<file path="config.mk">
export PLATFORM = sky130hd
export DESIGN_NAME = die_grid_histogram_checker_unit
export DESIGN_NICKNAME = d
export VERILOG_FILES = /design/src/design/dghc_pkg.sv /design/src/design/dghc_ram.sv /design/src/design/dghc_face_hist.sv /design/src/design/die_grid_histogram_checker_unit.sv
export SDC_FILE = /design/constraint.sdc
export NUM_CORES = 1
export LEC_CHECK = 0
export BUFFER_PORTS_ARGS = -buffer_cell sky130_fd_sc_hd__buf_2
export CAP_MARGIN = 20
export CORE_UTILIZATION = 60
export DETAILED_ROUTE_END_ITERATION = 8
export HOLD_SLACK_MARGIN = 0.03
export PLACE_DENSITY = 0.76
export SLEW_MARGIN = 5
export SYNTH_ARGS = -nofsm -noshare
export SYNTH_HDL_FRONTEND = slang
export SYNTH_SLANG_ARGS = --single-unit
</file>
<file path="constraint.sdc">
create_clock -name i_clk -period 7.85 [get_ports i_clk]
set_input_delay 1.57 -clock i_clk [delete_from_list [all_inputs] [get_ports i_clk]]
set_output_delay 1.57 -clock i_clk [all_outputs]
set_load 0.05 [all_outputs]
</file>
<file path="src/design/dghc_pkg.sv">
// ============================================================================
// dghc_pkg: shared types and constants of the die grid histogram checker
// Holds the sizes, the configuration register indexes, the word structs of
// both channels and the helper that limits a grid side to its legal range.
// ============================================================================
`default_nettype none

package dghc_pkg;

    // Number of faces of a die and the largest grid side.
    localparam int FACE_COUNT = 6;
    localparam int MAX_SIDE   = 64;

    // Widths derived from the sizes above and from the fixed field widths.
    localparam int ROLL_W     = 3;
    localparam int CNT_W      = 8;
    localparam int FAIL_W     = 7;
    localparam int IDX_W      = $clog2(MAX_SIDE);
    localparam int SIDE_W     = $clog2(MAX_SIDE + 1);
    localparam int CFG_IDX_W  = 2;
    localparam int CFG_DATA_W = 8;

    localparam logic [CNT_W-1:0]  CNT_MAX  = {CNT_W{1'b1}};
    localparam logic [FAIL_W-1:0] FAIL_MAX = {FAIL_W{1'b1}};

    // Configuration register indexes.
    localparam logic [CFG_IDX_W-1:0] CFG_MIN_COUNT   = 2'd0;
    localparam logic [CFG_IDX_W-1:0] CFG_MAX_COUNT   = 2'd1;
    localparam logic [CFG_IDX_W-1:0] CFG_GRID_WIDTH  = 2'd2;
    localparam logic [CFG_IDX_W-1:0] CFG_GRID_HEIGHT = 2'd3;

    // Register values after reset.
    localparam logic [CNT_W-1:0]  RST_MIN_COUNT   = 8'd15;
    localparam logic [CNT_W-1:0]  RST_MAX_COUNT   = 8'd18;
    localparam logic [SIDE_W-1:0] RST_GRID_WIDTH  = 7'd8;
    localparam logic [SIDE_W-1:0] RST_GRID_HEIGHT = 7'd8;

    typedef struct packed {
        logic [ROLL_W-1:0] roll_value;
        logic              last_roll;
    } t_in_word;

    typedef struct packed {
        logic             die_ok;
        logic [IDX_W-1:0] die_row;
        logic [IDX_W-1:0] die_col;
        logic             grid_error;
        logic             grid_done;
    } t_out_word;

    // A side of zero acts as one, a side beyond the largest acts as the largest.
    function automatic logic [SIDE_W-1:0] eff_side(input logic [SIDE_W-1:0] v);
        logic [SIDE_W-1:0] r;
        if (v == '0) begin
            r = SIDE_W'(1);
        end else if (v > SIDE_W'(MAX_SIDE)) begin
            r = SIDE_W'(MAX_SIDE);
        end else begin
            r = v;
        end
        return r;
    endfunction

endpackage

`default_nettype wire

</file>
<file path="src/design/dghc_ram.sv">
// ============================================================================
// dghc_ram: generic single-port-write, single-port-read RAM
// One write and one read per cycle; the read data is registered.
// ============================================================================
`default_nettype none

module dghc_ram #(
    parameter int WIDTH = 8,
    parameter int DEPTH = 64
) (
    input  wire logic                     i_clk,
    input  wire logic                     i_we,
    input  wire logic [$clog2(DEPTH)-1:0] i_waddr,
    input  wire logic [WIDTH-1:0]         i_wdata,
    input  wire logic [$clog2(DEPTH)-1:0] i_raddr,
    output logic      [WIDTH-1:0]         o_rdata
);

    logic [WIDTH-1:0] r_mem [DEPTH];

    always_ff @(posedge i_clk) begin
        if (i_we) begin
            r_mem[i_waddr] <= i_wdata;
        end
        o_rdata <= r_mem[i_raddr];
    end

endmodule

`default_nettype wire

</file>
<file path="src/design/dghc_face_hist.sv">
// ============================================================================
// dghc_face_hist: per-die face histogram and limit check
// Counts each face of the current die and judges the die on its last roll.
// ============================================================================
`default_nettype none

module dghc_face_hist (
    input  wire logic                               i_clk,
    input  wire logic                               i_rst_n,
    input  wire logic                               i_fire,
    input  wire logic [dghc_pkg::ROLL_W-1:0]        i_roll,
    input  wire logic                               i_last,
    input  wire logic [dghc_pkg::CNT_W-1:0]         i_min_count,
    input  wire logic [dghc_pkg::CNT_W-1:0]         i_max_count,
    output logic                                    o_die_ok
);

    logic [dghc_pkg::CNT_W-1:0] r_cnt [dghc_pkg::FACE_COUNT];
    logic [dghc_pkg::CNT_W-1:0] n_cnt [dghc_pkg::FACE_COUNT];
    logic                       r_bad;
    logic                       n_bad;
    logic                       roll_bad;
    logic                       in_range;
    logic                       cnt_clear;

    // Counts including this roll; the die is judged on these.
    always_comb begin
        roll_bad = (i_roll == '0) ||
                   (i_roll > dghc_pkg::ROLL_W'(dghc_pkg::FACE_COUNT));
        in_range = 1'b1;
        for (int f = 0; f < dghc_pkg::FACE_COUNT; f++) begin
            if ((i_roll == dghc_pkg::ROLL_W'(f + 1)) &&
                (r_cnt[f] != dghc_pkg::CNT_MAX)) begin
                n_cnt[f] = r_cnt[f] + dghc_pkg::CNT_W'(1);
            end else begin
                n_cnt[f] = r_cnt[f];
            end
            if ((n_cnt[f] < i_min_count) || (n_cnt[f] > i_max_count)) begin
                in_range = 1'b0;
            end
        end
        n_bad     = r_bad | roll_bad;
        o_die_ok  = in_range && !n_bad;
        cnt_clear = i_fire && i_last;
    end

    always_ff @(posedge i_clk) begin
        if (!i_rst_n) begin
            for (int f = 0; f < dghc_pkg::FACE_COUNT; f++) begin
                r_cnt[f] <= '0;
            end
            r_bad <= 1'b0;
        end else if (i_fire) begin
            for (int f = 0; f < dghc_pkg::FACE_COUNT; f++) begin
                r_cnt[f] <= cnt_clear ? '0 : n_cnt[f];
            end
            r_bad <= cnt_clear ? 1'b0 : n_bad;
        end
    end

    logic all_clear;
    always_comb begin
        all_clear = !r_bad;
        for (int f = 0; f < dghc_pkg::FACE_COUNT; f++) begin
            if (r_cnt[f] != '0) begin
                all_clear = 1'b0;
            end
        end
    end

    // A finished die leaves an empty histogram behind.
    a_clear_after_die: assert property (@(posedge i_clk) disable iff (!i_rst_n)
        (i_fire && i_last) |=> all_clear)
        else $error("face histogram not cleared after the last roll of a die");

    // A bad roll always fails its die.
    a_bad_roll_fails: assert property (@(posedge i_clk) disable iff (!i_rst_n)
        (i_fire && roll_bad) |-> !o_die_ok)
        else $error("die passed despite an out-of-range roll");

    // Counts never move without an accepted roll; this check covers the bad-roll flag.
    a_hold_when_idle: assert property (@(posedge i_clk) disable iff (!i_rst_n)
        !i_fire |=> $stable(r_bad))
        else $error("bad-roll flag changed without an accepted roll");

endmodule

`default_nettype wire

</file>
<file path="src/design/die_grid_histogram_checker_unit.sv">
// ============================================================================
// die_grid_histogram_checker_unit: grid-of-dice roll histogram checker
// Takes die rolls, judges every die on its face histogram, and tracks failed
// dice per row and per column of the grid with a sticky grid error flag.
// ============================================================================
//
// Usage. Rolls enter one word per cycle on the input channel (valid/ready);
// the last_roll bit closes the current die. Dice arrive in row-major order.
// For every closed die one result word leaves on the output channel, carrying
// the pass flag, the die's row and column, the sticky grid error and a mark on
// the last die of the grid. Rolls that do not close a die produce no word.
//
// Latency and throughput. A roll is handled in the cycle it is accepted; its
// result word is valid the next cycle from the output register. The block
// takes one roll every cycle unless stalled, dice of a single roll included;
// the per-column failure counts live in a small RAM whose read address runs
// one die ahead, with a write bypass for a column that is read back at once.
//
// Stalls. Input ready stays high while the output register is empty or is
// being emptied in the same cycle, so a stalled receiver holds back the input
// only once a result word is waiting.
//
// Reset. The synchronous active-low reset restores the configuration
// registers to their defaults and clears all grid state at once; the column
// counts are cleared through per-column valid bits, so no clearing pass runs.
// The same clearing happens after the last die of each grid.
// ============================================================================
`default_nettype none

module die_grid_histogram_checker_unit (
    input  wire logic                              i_clk,
    input  wire logic                              i_rst_n,
    // Roll input channel.
    input  wire logic                              i_in_valid,
    output logic                                   o_in_ready,
    input  wire dghc_pkg::t_in_word                i_in_data,
    // Die result channel.
    output logic                                   o_out_valid,
    input  wire logic                              i_out_ready,
    output dghc_pkg::t_out_word                    o_out_data,
    // Configuration write port.
    input  wire logic                              i_cfg_we,
    input  wire logic [dghc_pkg::CFG_IDX_W-1:0]    i_cfg_idx,
    input  wire logic [dghc_pkg::CFG_DATA_W-1:0]   i_cfg_data
);

    // ------------------------------------------------------------------
    // Configuration registers.
    // ------------------------------------------------------------------
    logic [dghc_pkg::CNT_W-1:0]  r_min_count;
    logic [dghc_pkg::CNT_W-1:0]  r_max_count;
    logic [dghc_pkg::SIDE_W-1:0] r_grid_width;
    logic [dghc_pkg::SIDE_W-1:0] r_grid_height;

    always_ff @(posedge i_clk) begin
        if (!i_rst_n) begin
            r_min_count   <= dghc_pkg::RST_MIN_COUNT;
            r_max_count   <= dghc_pkg::RST_MAX_COUNT;
            r_grid_width  <= dghc_pkg::RST_GRID_WIDTH;
            r_grid_height <= dghc_pkg::RST_GRID_HEIGHT;
        end else if (i_cfg_we) begin
            unique case (i_cfg_idx)
                dghc_pkg::CFG_MIN_COUNT: begin
                    r_min_count <= i_cfg_data[dghc_pkg::CNT_W-1:0];
                end
                dghc_pkg::CFG_MAX_COUNT: begin
                    r_max_count <= i_cfg_data[dghc_pkg::CNT_W-1:0];
                end
                dghc_pkg::CFG_GRID_WIDTH: begin
                    r_grid_width <= i_cfg_data[dghc_pkg::SIDE_W-1:0];
                end
                dghc_pkg::CFG_GRID_HEIGHT: begin
                    r_grid_height <= i_cfg_data[dghc_pkg::SIDE_W-1:0];
                end
            endcase
        end
    end

    // ------------------------------------------------------------------
    // Handshake. A word is accepted when the output register has room.
    // ------------------------------------------------------------------
    logic fire;
    logic die_end;

    assign o_in_ready = !o_out_valid || i_out_ready;
    assign fire       = i_in_valid && o_in_ready;
    assign die_end    = fire && i_in_data.last_roll;

    // ------------------------------------------------------------------
    // Per-die histogram and limit check.
    // ------------------------------------------------------------------
    logic die_ok;

    dghc_face_hist u_face_hist (
        .i_clk       (i_clk),
        .i_rst_n     (i_rst_n),
        .i_fire      (fire),
        .i_roll      (i_in_data.roll_value),
        .i_last      (i_in_data.last_roll),
        .i_min_count (r_min_count),
        .i_max_count (r_max_count),
        .o_die_ok    (die_ok)
    );

    // ------------------------------------------------------------------
    // Grid position, row failures and the sticky error flag.
    // ------------------------------------------------------------------
    logic [dghc_pkg::IDX_W-1:0]    r_col;
    logic [dghc_pkg::IDX_W-1:0]    n_col;
    logic [dghc_pkg::IDX_W-1:0]    r_row;
    logic [dghc_pkg::IDX_W-1:0]    n_row;
    logic [dghc_pkg::FAIL_W-1:0]   r_row_fail;
    logic [dghc_pkg::FAIL_W-1:0]   n_row_fail;
    logic                          r_err;
    logic                          n_err;
    logic [dghc_pkg::MAX_SIDE-1:0] r_col_vld;
    logic [dghc_pkg::MAX_SIDE-1:0] n_col_vld;

    // Column failure count store, its read side and the write bypass.
    logic                          ram_we;
    logic [dghc_pkg::FAIL_W-1:0]   ram_rdata;
    logic                          r_rd_vld;
    logic                          r_byp;
    logic [dghc_pkg::FAIL_W-1:0]   r_byp_data;
    logic                          n_byp;

    logic [dghc_pkg::SIDE_W-1:0]   eff_w;
    logic [dghc_pkg::SIDE_W-1:0]   eff_h;
    logic [dghc_pkg::FAIL_W-1:0]   col_cnt;
    logic [dghc_pkg::FAIL_W-1:0]   col_cnt_new;
    logic [dghc_pkg::FAIL_W-1:0]   row_fail_new;
    logic                          die_fail;
    logic                          end_row;
    logic                          grid_done;
    logic                          err_new;

    always_comb begin
        eff_w    = dghc_pkg::eff_side(r_grid_width);
        eff_h    = dghc_pkg::eff_side(r_grid_height);
        die_fail = !die_ok;

        // Failure count of the current column as it stands before this die.
        if (r_byp) begin
            col_cnt = r_byp_data;
        end else if (r_rd_vld) begin
            col_cnt = ram_rdata;
        end else begin
            col_cnt = '0;
        end

        col_cnt_new = (col_cnt != dghc_pkg::FAIL_MAX) ?
                      col_cnt + dghc_pkg::FAIL_W'(1) : col_cnt;
        if (die_fail && (r_row_fail != dghc_pkg::FAIL_MAX)) begin
            row_fail_new = r_row_fail + dghc_pkg::FAIL_W'(1);
        end else begin
            row_fail_new = r_row_fail;
        end

        // An index at or past the last one of the current size closes the row
        // or the grid, which also covers a size shrunk in the middle of a grid.
        end_row   = (dghc_pkg::SIDE_W'(r_col) + dghc_pkg::SIDE_W'(1)) >= eff_w;
        grid_done = end_row &&
                    ((dghc_pkg::SIDE_W'(r_row) + dghc_pkg::SIDE_W'(1)) >= eff_h);

        // The column test only runs on a failed die, the row test at every
        // row end; both thresholds are half the side, rounded down.
        err_new = r_err ||
                  (die_fail &&
                   (dghc_pkg::SIDE_W'(col_cnt_new) >= (eff_h >> 1))) ||
                  (end_row &&
                   (dghc_pkg::SIDE_W'(row_fail_new) >= (eff_w >> 1)));

        n_col      = r_col;
        n_row      = r_row;
        n_row_fail = r_row_fail;
        n_err      = r_err;
        n_col_vld  = r_col_vld;
        if (die_end) begin
            if (grid_done) begin
                n_col      = '0;
                n_row      = '0;
                n_row_fail = '0;
                n_err      = 1'b0;
                n_col_vld  = '0;
            end else begin
                n_err = err_new;
                if (die_fail) begin
                    n_col_vld[r_col] = 1'b1;
                end
                if (end_row) begin
                    n_col      = '0;
                    n_row      = r_row + dghc_pkg::IDX_W'(1);
                    n_row_fail = '0;
                end else begin
                    n_col      = r_col + dghc_pkg::IDX_W'(1);
                    n_row_fail = row_fail_new;
                end
            end
        end

        // The store is only written while the grid goes on; a finished grid
        // drops every column count through the valid bits instead.
        ram_we = die_end && die_fail && !grid_done;
        // The next die may sit in the column just written (width of one).
        n_byp  = ram_we && (r_col == n_col);
    end

    // The read address follows the next column, so its count is ready when
    // the next die closes.
    dghc_ram #(
        .WIDTH (dghc_pkg::FAIL_W),
        .DEPTH (dghc_pkg::MAX_SIDE)
    ) u_col_ram (
        .i_clk   (i_clk),
        .i_we    (ram_we),
        .i_waddr (r_col),
        .i_wdata (col_cnt_new),
        .i_raddr (n_col),
        .o_rdata (ram_rdata)
    );

    always_ff @(posedge i_clk) begin
        if (!i_rst_n) begin
            r_col      <= '0;
            r_row      <= '0;
            r_row_fail <= '0;
            r_err      <= 1'b0;
            r_col_vld  <= '0;
            r_rd_vld   <= 1'b0;
            r_byp      <= 1'b0;
        end else begin
            r_col      <= n_col;
            r_row      <= n_row;
            r_row_fail <= n_row_fail;
            r_err      <= n_err;
            r_col_vld  <= n_col_vld;
            r_rd_vld   <= n_col_vld[n_col];
            r_byp      <= n_byp;
        end
    end

    always_ff @(posedge i_clk) begin
        r_byp_data <= col_cnt_new;
    end

    // ------------------------------------------------------------------
    // Output register.
    // ------------------------------------------------------------------
    always_ff @(posedge i_clk) begin
        if (!i_rst_n) begin
            o_out_valid <= 1'b0;
        end else if (die_end) begin
            o_out_valid <= 1'b1;
        end else if (i_out_ready) begin
            o_out_valid <= 1'b0;
        end
    end

    always_ff @(posedge i_clk) begin
        if (die_end) begin
            o_out_data.die_ok     <= die_ok;
            o_out_data.die_row    <= r_row;
            o_out_data.die_col    <= r_col;
            o_out_data.grid_error <= err_new;
            o_out_data.grid_done  <= grid_done;
        end
    end

    // ------------------------------------------------------------------
    // Assertions.
    // ------------------------------------------------------------------

    // Every closed die leaves a result word behind.
    a_die_makes_word: assert property (@(posedge i_clk) disable iff (!i_rst_n)
        die_end |=> o_out_valid)
        else $error("closed die produced no result word");

    // The last die of a grid brings the grid state back to its start.
    a_grid_restart: assert property (@(posedge i_clk) disable iff (!i_rst_n)
        (die_end && grid_done) |=>
            (r_col == '0) && (r_row == '0) && !r_err && (r_col_vld == '0) &&
            !r_rd_vld && !r_byp)
        else $error("grid state not cleared after the last die");

    // The error flag only drops at the end of a grid.
    a_err_sticky: assert property (@(posedge i_clk) disable iff (!i_rst_n)
        (r_err && !(die_end && grid_done)) |=> r_err)
        else $error("grid error flag dropped in the middle of a grid");

    // A bypassed count always belongs to a column marked as written.
    a_byp_valid: assert property (@(posedge i_clk) disable iff (!i_rst_n)
        r_byp |-> (r_rd_vld && r_col_vld[r_col]))
        else $error("bypass active for a column without a stored count");

    // Position only moves when a die closes.
    a_pos_hold: assert property (@(posedge i_clk) disable iff (!i_rst_n)
        !die_end |=> ($stable(r_col) && $stable(r_row)))
        else $error("grid position moved without a closed die");

endmodule

`default_nettype wire
</file>
==> impl_summary.log, run 1 <==
[metrics] data arrival time at the worst-slack endpoint: 7.16 ns
[metrics] clock sink count: between 600 and 700
[metrics] clock-pin slew on the worst setup and hold paths: 0.06 ns
[metrics] placed cell area: between 30,000 and 40,000 um2
[metrics] minimum hold slack: approximately 0.46 ns
[metrics] clock tree from TritonCTS: built
[metrics] register area share after synthesis: about 60%
[metrics] synthesized area: 29,800 um2
[metrics] post-DP HPWL: about 48,000 um
[metrics] largest net degree at the start of global routing: 85
[metrics] CTS Buffer Depth: 3
[metrics] RD Place Congestion: between 0.9 and 1
[metrics] DRC: 0
[metrics] CP peak stage delay: slightly below 0.7 ns
[metrics] dominant register cell in the synthesized netlist: edfxtp_1
[metrics] commonest non-fill, non-tap cell in the layout: nand2_1
[metrics] Comb pwr share: a little under a tenth
[metrics] initial cell density of the core: 60.9%
[metrics] number of port buffers: 35
[metrics] maximum level of the CTS H-tree: 3
[metrics] Min Clock Period, post-route: slightly below 7 ns
[metrics] f_max: ~140 MHz
[metrics] number of hold violations in the final report: 0
[metrics] hold crit path type: register to register
[metrics] global route total overflow: 0
[metrics] pins over their slew limit: 0
[metrics] CTS root buf: clkbuf_16
[metrics] CORE AREA: between 40,000 and 50,000 um2
[metrics] vias after detailed routing: approximately 22,000
[metrics] total of flip-flops plus latches after synthesis: between 600 and 700
[metrics] average vias per placed instance: 6.45
[metrics] aggregate global-route resource usage: between 30 and 40%
[metrics] relative area change from synthesis to final layout: 10.1%
[metrics] Tightest Pin Transition: about 1.2 ns
[metrics] worst slew margin relative to its limit: 21.9%
[metrics] Avg WL per Cell: between 20 and 25 um
[metrics] Fin Clk Skew: 0.0304 ns
[metrics] fraction of the mapped netlist area in adder cells: under 10%
[metrics] Final setup viols: 0
[metrics] most used cells in the layout excluding fill and tap cells: 569 x nand2_1, 511 x edfxtp_1, 239 x nor2_1
[metrics] placed cells: between 3,000 and 4,000
[metrics] proportion of synthesized area in mux cells: 1.13%
[metrics] number of top-level pins: 36
[metrics] number of maximum-capacitance violations: 0
[metrics] Die ar.: between 50,000 and 60,000 um2
[metrics] switching part of the total: between 20% and 30%
[metrics] result of the run: finished, final reports clean
[metrics] synthesized area divided by synthesized cell count: between 10 and 15 um2
[metrics] wire length reported by the detailed router: 77,400 um
[metrics] number of detailed-route iterations in the first pass: 6
[metrics] number of antenna repair diodes: 0
[metrics] cells traversed along the worst timing path: buf_2 > nor3b_1 > nor2b_1 > nand4_1 > inv_1 > nand3_1 > xnor2_1 > ha_1 > a21o_1 > a21o_1 > a211o_1 > a21oi_1 > or4_1 > or4_4 > buf_4 > nand2_1 > nor3_2 > nand2_1 > nor2_1
[metrics] critical path class: input port to register
[metrics] Buf+Inv Stages, Crit Path: 3
[metrics] number of instances in the synthesized netlist: between 2,000 and 3,000
[metrics] initial detailed-routing violation count: ~2,800
[metrics] Post-Syn Nets: 2,881
[metrics] Post-CTS Repair Setup Buffers: 0
[metrics] number of antenna violations at the first check in global routing: 0
[metrics] proportion of synthesized flip-flops having asynchronous set or reset: 0%
[metrics] Gates resized, CTS repair: 0
[metrics] clock insertion delay at the later pin of the skew report: between 0.6 and 0.7 ns
[metrics] required arrival time at the worst endpoint: roughly 8.1 ns
[metrics] crit path capture type: register
[metrics] dominant combinational cell family by area after synthesis: simple AND/OR/NAND/NOR gates
[metrics] final core occ: 67.0%
[metrics] clock network fraction of total power: about two fifths
[metrics] final sum of negative setup slack: 0 ns
[metrics] internal portion of total power: 0.00574 W
[metrics] synthesized-area fraction occupied by and/or/nand/nor cells: between 10% and 20%
[metrics] number of placement rows: just over 80
[metrics] global-route wire length before repair: roughly 120,000 um
[metrics] Cell Count, Final, Fillers Out: 3,445
[metrics] critical-path cell with the highest stage delay: nor3_2
[metrics] cts hold-fix bufs: 0
[metrics] remaining antenna violation count after routing: 0
[metrics] switching power: between 0.0015 and 0.002 W
[metrics] total number of nets in the final design: about 2,900
[metrics] fraction of final layout cells with drive strength greater than 1: ~7.7%
[metrics] post-route fraction of the period consumed by the critical path: 88.2%
[metrics] Non-Filler Cell Area, Final: between 30,000 and 40,000 um2
[metrics] setup repair after global routing missed its margin: false
[metrics] DIE HEIGHT: around 220 um
[metrics] number of flops mapped to enable cells by yosys: 511
[metrics] yosys synthesis warning count: 0
[metrics] horizontal die dimension: 225 um
[metrics] static leakage: around 12 nW
[metrics] part of the power in registers: about half
[metrics] largest fanout on the critical path: 21
[metrics] number of global-route vias before repair: between 20,000 and 25,000
[metrics] number of clock buffers inserted by TritonCTS: 67
[metrics] fill cell instance count of the final layout: 3,639
[metrics] worst vdd ir: roughly 200 uV
[metrics] compound-cell area share of the yosys netlist: approximately a tenth
[metrics] power density of the placed cells: between 200 and 250 nW/um2
[metrics] xor/xnor cell area share of the yosys netlist: under 10%
[metrics] number of distinct standard cells referenced by the synthesized netlist: 80
[metrics] cell family contributing the most delay on the critical path: simple AND/OR/NAND/NOR gates
[metrics] critical path launch point type: input port
[Yosys cell counts, types with 18 or more instances]
cell	count	share of area (%)
nand4_1	44	0.92
ha_1	126	5.3
dfxtp_1	132	8.9
and3_1	56	1.2
a31oi_1	23	0.48
nand2_1	571	7.2
a211oi_1	20	0.50
buf_1	20	0.25
mux2i_1	20	0.67
nor3_1	18	0.30
edfxtp_1	511	52
a21oi_1	123	2.1
xnor2_1	45	1.3
nor2_1	239	3.0
a21o_1	21	0.53
inv_1	30	0.38
a311oi_1	79	2.3
o21ai_0	29	0.49
nand3_1	233	3.9
clkbuf_1	120	1.5
o211ai_1	18	0.45
nor2b_1	60	1.3
[kinds of logic after synthesis]
logic type,after synthesis
xor+xnor,59
compound gates,403
mux,30
simple gates,1289
flops,643
fa+ha+maj,126
buf+inv,186
[state kept, by name, indices dropped and copies added, names as in the netlist, 6 cells and up]
signal / count
r_min_count: 8
u_col_ram.o_rdata: 7
r_grid_height: 7
r_col_vld: 64
r_row: 6
o_out_data: 15
r_grid_width: 7
r_max_count: 8
u_face_hist.r_cnt: 48
r_byp_data: 7
r_row_fail: 7
u_col_ram.r_mem: 448
r_col: 6
[worst reg2reg max path, delay by kind of cell (launching register included)]
family | cells | cell delay (ns)
AOI/OAI and AO/OA | 7 | 2.75
xor gates and xnor gates | 1 | 0.13
adders and majority gates | 1 | 0.34
and+or+nand+nor | 4 | 1.39
DFF | 1 | 0.74
buffers and inverters | 2 | 0.86
[stage by stage]
step | worst slack [ns] | total power (W)
floorplan | 1.36 | 0.00431
global placement | 0.553 | 0.00452
detailed placement | 0.332 | 0.00455
CTS | 0.960 | 0.00759
global route | 0.578 | 0.00781
finish | 0.926 | 0.00759
[final cells by class]
class | instances | area (um2) | area share [%]
Sequential cell | 643 | 18000 | 54.8
Multi-Input combinational cell | 1907 | 11200 | 34.1
Clock buffer | 86 | 1790 | 5.45
Tap cell | 664 | 831 | 2.53
Timing Repair Buffer | 80 | 568 | 1.73
Clock inverter | 35 | 334 | 1.02
Inverter | 30 | 113 | 0.343
[path summary, 6_finish.rpt]
kind / startpoint / end / slack, ns / cells past startpoint
worst max-delay path: i_in_data[1] / u_col_ram.r_mem[29][6]$_DFFE_PP_ / 0.93 / 19
worst min-delay path: r_err$_SDFFE_PN0P_ / r_err$_SDFFE_PN0P_ / 0.46 / 2
worst max register to register: r_col[2]$_SDFF_PN0_ / u_col_ram.o_rdata[6]$_DFF_P_ / 1.52 / 15
worst min register to register: r_err$_SDFFE_PN0P_ / r_err$_SDFFE_PN0P_ / 0.46 / 2
[power by group through the flow]
stage | clock network, W | logic, W | registers (W)
after floorplan | 0 | 0.000457 | 0.00385
after global placement | 0 | 0.000674 | 0.00385
after detailed placement | 0 | 0.000700 | 0.00385
after CTS | 0.00311 | 0.000705 | 0.00378
after global routing | 0.00325 | 0.000779 | 0.00378
final | 0.00309 | 0.000718 | 0.00378
[metal layers]
| metal | vias up | share of wire, % | routed length, um | GRT usage [%] |
|---|---|---|---|---|
| li1 | 10027 | - | - | - |
| met4 | 0 | 4.4 | 3420 | 14.8 |
| met1 | 10737 | 41 | 31400 | 41.9 |
| met3 | 223 | 9.4 | 7290 | 5.53 |
| met2 | 1230 | 46 | 35200 | 47.4 |
| met5 | - | 0 | 0 | 0 |
No activity file was read; power rests on OpenSTA's default activity.
==> inputs of run 2 (changes only) <==
ABC_AREA = 1   (was default)
PLACE_DENSITY = 0.72   (was 0.76)
==> impl_summary.log, run 2 <==
[metrics] switching power: 0.00199 W (+7.4%)
[metrics] horizontal die dimension: 227 um (+1.0%)
[metrics] fraction of final layout cells with drive strength greater than 1: 8.81% (+1.2 points)
[metrics] cts hold-fix bufs: 0 (unchanged)
[metrics] Final setup viols: 0 (unchanged)
[metrics] Non-Filler Cell Area, Final: 33,600 um2 (+2.3%)
[metrics] proportion of synthesized area in mux cells: 0% (-1.1 points)
[metrics] wire length reported by the detailed router: 76,000 um (-1.8%)
[metrics] crit path capture type: register
[metrics] worst slew margin relative to its limit: 24.6% (+2.7 points)
[metrics] reg-to-reg startpoint: r_col[0]$_SDFF_PN0_
[metrics] dominant combinational cell family by area after synthesis: simple AND/OR/NAND/NOR gates
[metrics] hold crit path type: register to register
[metrics] global route total overflow: 0 (unchanged)
[metrics] Biggest register: u_col_ram.r_mem
[metrics] number of clock buffers inserted by TritonCTS: 68 (+1.5%)
[metrics] placed cell area: 31,300 um2 (+2.3%)
[metrics] Avg WL per Cell: 20.2 um (-10%)
[metrics] total number of nets in the final design: 3,186 (+11%)
[metrics] average vias per placed instance: 5.97 (-7.4%)
[metrics] dominant register cell in the synthesized netlist: edfxtp_1
[metrics] global-route wire length before repair: 118,000 um (-0.15%)
[metrics] CP peak stage delay: 0.42 ns (-0.27 ns)
[metrics] number of placement rows: 82 (+1.2%)
[metrics] max FFs per register: 448 (unchanged)
[metrics] RD Place Congestion: 0.876 (-6.3%)
[metrics] initial detailed-routing violation count: 2,474 (-12%)
[metrics] remaining antenna violation count after routing: 0 (unchanged)
[metrics] data arrival time at the worst-slack endpoint: 6.72 ns (-0.44 ns)
[metrics] pins over their slew limit: 0 (unchanged)
[metrics] switching part of the total: 25.2% (+0.82 points)
[metrics] area leader, netlist: edfxtp_1
[metrics] list of most frequent post-synthesis cells: 527 x nor2_1, 511 x edfxtp_1, 424 x nand2_1, 226 x inv_1, 218 x o21ai_0
[metrics] DRC: 0 (unchanged)
[metrics] number of detailed-route iterations in the first pass: 6 (unchanged)
[metrics] Largest regs: u_col_ram.r_mem (448), r_col_vld (64), u_face_hist.r_cnt (48)
[metrics] setup repair after global routing missed its margin: false
[metrics] clock tree from TritonCTS: built
[metrics] number of top-level pins: 36 (unchanged)
[metrics] number of flops mapped to enable cells by yosys: 511 (unchanged)
[metrics] synthesized area: 30,400 um2 (+2.1%)
[metrics] static leakage: 12.8 nW (+5.0%)
[metrics] post-route fraction of the period consumed by the critical path: 79.3% (-8.9 points)
[metrics] initial cell density of the core: 60.8% (-0.094 points)
[metrics] number of antenna violations at the first check in global routing: 0 (unchanged)
[metrics] Post-CTS Repair Setup Buffers: 0 (unchanged)
[metrics] result of the run: finished, final reports clean
[metrics] commonest non-fill, non-tap cell in the layout: nor2_1
[metrics] most common cell in the netlist: nor2_1
[metrics] register area share after synthesis: 59.1% (-1.3 points)
[metrics] CORE AREA: 50,100 um2 (+2.3%)
[metrics] Min Clock Period, post-route: 6.22 ns (-0.700 ns)
[metrics] aggregate global-route resource usage: 29.9% (-0.75 points)
[metrics] xor/xnor cell area share of the yosys netlist: 1.32% (-0.41 points)
[metrics] Top cell by count, worst path: nand2_1
[metrics] CTS Buffer Depth: 3 (unchanged)
[metrics] relative area change from synthesis to final layout: 10.3%
[metrics] post-DP HPWL: 46,100 um (-3.8%)
[metrics] critical path class: input port to register
[metrics] part of the power in registers: 48.7% (-1.1 points)
[metrics] Fin Clk Skew: 0.0210 ns (-0.00935 ns)
[metrics] number of distinct standard cells referenced by the synthesized netlist: 53 (-34%)
[metrics] Gates resized, CTS repair: 0 (unchanged)
[metrics] worst vdd ir: 180 uV (-11%)
[metrics] f_max: 161 MHz (+11%)
[metrics] Post-Syn Nets: 3,184 (+11%)
[metrics] clock-pin slew on the worst setup and hold paths: 0.06 ns (about the same)
[metrics] synthesized-area fraction occupied by and/or/nand/nor cells: 18.0% (-1.5 points)
[metrics] largest fanout on the critical path: 54 (+160%)
[metrics] Worst Reg-to-Reg Cells: 20 (+5)
[metrics] Die ar.: 51,600 um2 (+2.1%)
[metrics] largest net degree at the start of global routing: 257 (+200%)
[metrics] clock insertion delay at the later pin of the skew report: 0.61 ns (about the same)
[metrics] number of maximum-capacitance violations: 0 (unchanged)
[metrics] synthesized area divided by synthesized cell count: 10.0 um2 (-8.1%)
[metrics] clock sink count: 643 (unchanged)
[metrics] vias after detailed routing: 22,506 (+1.3%)
[metrics] most used cells in the layout excluding fill and tap cells: 527 x nor2_1, 511 x edfxtp_1, 420 x nand2_1
[metrics] number of port buffers: 35 (unchanged)
[metrics] critical path endpoint: r_err$_SDFFE_PN0P_
[metrics] critical path launch point type: input port
[metrics] Tightest Pin Transition: 1.13 ns (-0.0310 ns)
[metrics] number of global-route vias before repair: 21,529 (+1.9%)
[metrics] power density of the placed cells: 235 nW/um2 (+1.5%)
[metrics] DIE HEIGHT: 227 um (+1.0%)
[metrics] largest cells by area after synthesis: edfxtp_1 50%, dfxtp_1 8.7%, nor2_1 6.5%
[metrics] total of flip-flops plus latches after synthesis: 643 (unchanged)
[metrics] FF-to-FF End: r_byp$_SDFF_PN0_
[metrics] FF-to-FF setup slack: 2.04 ns (+0.52 ns)
[metrics] CTS root buf: clkbuf_16
[metrics] compound-cell area share of the yosys netlist: 11.1% (+1.7 points)
[metrics] required arrival time at the worst endpoint: 8.34 ns (+0.25 ns)
[metrics] number of instances in the synthesized netlist: 3,039 (+11%)
[metrics] Comb pwr share: 11.1% (+1.6 points)
[metrics] critical-path cell with the highest stage delay: nor3_1
[metrics] maximum level of the CTS H-tree: 3 (unchanged)
[metrics] source of the critical timing path: i_in_data[2]
[metrics] clock network fraction of total power: 40.2% (-0.6 points)
[metrics] proportion of synthesized flip-flops having asynchronous set or reset: 0% (unchanged)
[metrics] number of hold violations in the final report: 0 (unchanged)
[metrics] area share of the largest cell type after synthesis: 50.4% (-1.1 points)
[metrics] fraction of the mapped netlist area in adder cells: 5.18% (-0.11 points)
[metrics] yosys synthesis warning count: 0 (unchanged)
[metrics] internal portion of total power: 0.00590 W (+2.7%)
[metrics] final sum of negative setup slack: 0 ns (unchanged)
[metrics] number of antenna repair diodes: 0 (unchanged)
run 2: cell types whose count changed in the layout (fill, tap and decap cells not counted), moves of 56 or more:
cell	previous run	this run
a311oi_1	79	0
and3_1	56	0
inv_1	30	224
nand2_1	569	420
nor2_1	239	527
nor2b_1	60	0
o21ai_0	27	217
run 2: cell families (layout without fill, tap and decap cells):
family,count (synthesis),count (layout)
DFF,643,643
adders and majority gates,126,126
xor gates and xnor gates,46,46
and+or+nand+nor,1293,1293
buffers and inverters,405,463
AOI/OAI and AO/OA,526,526
run 2: area by class of cell:
type | count | area [um2]
clock inverter | 18 | 173
sequential | 643 | 18000
tap | 672 | 841
timing repair buffer | 91 | 676
inverter | 246 | 928
multi-input combinational | 1991 | 10900
clock buffer | 108 | 2030
fill | 3851 | 16500
run 2: critical path, delay by kind of cell:
| family | cells | cell delay [ns] |
|---|---|---|
| fa+ha+maj | 2 | 0.61 |
| compound gates | 9 | 1.22 |
| xor+xnor | 2 | 0.30 |
| simple gates | 17 | 2.60 |
| buf+inv | 4 | 0.39 |
run 2: routing by layer:
metal / up-vias / GRT usage, % / part of all wire (%)
met3: 156 / 4.50 / 7.3
met1: 10782 / 41.1 / 43
met5: - / 0 / 0
met4: 0 / 10.7 / 2.9
li1: 10648 / - / -
met2: 920 / 48.4 / 47
run 2: worst min path at each step:
stage	from	endpoint	cells past startpoint
floorplan	r_col[2]$_SDFF_PN0_	o_out_data[4]$_DFFE_PP_	0
global placement	r_row[5]$_SDFFE_PN0P_	o_out_data[13]$_DFFE_PP_	0
detailed placement	r_row[5]$_SDFFE_PN0P_	o_out_data[13]$_DFFE_PP_	0
CTS	r_row[5]$_SDFFE_PN0P_	o_out_data[13]$_DFFE_PP_	0
global route	r_row[5]$_SDFFE_PN0P_	o_out_data[13]$_DFFE_PP_	0
finish	r_row[5]$_SDFFE_PN0P_	o_out_data[13]$_DFFE_PP_	0
run 2: stage by stage:
stage               power, W  util, %  std cells  hold slack [ns]  setup WS (ns)
detailed placement   0.00477     62.6       3642            0.446           1.07
global placement     0.00474     62.5       3640            0.448           1.19
finish               0.00788     67.0       3769            0.463           1.63
floorplan            0.00449        -       3039            0.406           2.02
global route         0.00814     67.0       3769            0.473           1.02
CTS                  0.00790     67.0       3768            0.460           1.69
run 2: power groups by stage:
stage                     sequential, W  clock [W]  combinational (W)
final                           0.00384    0.00317           0.000873
after detailed placement        0.00391          0           0.000861
after global placement          0.00391          0           0.000830
after floorplan                 0.00392          0           0.000568
after CTS                       0.00384    0.00319           0.000866
after global routing            0.00385    0.00333           0.000966
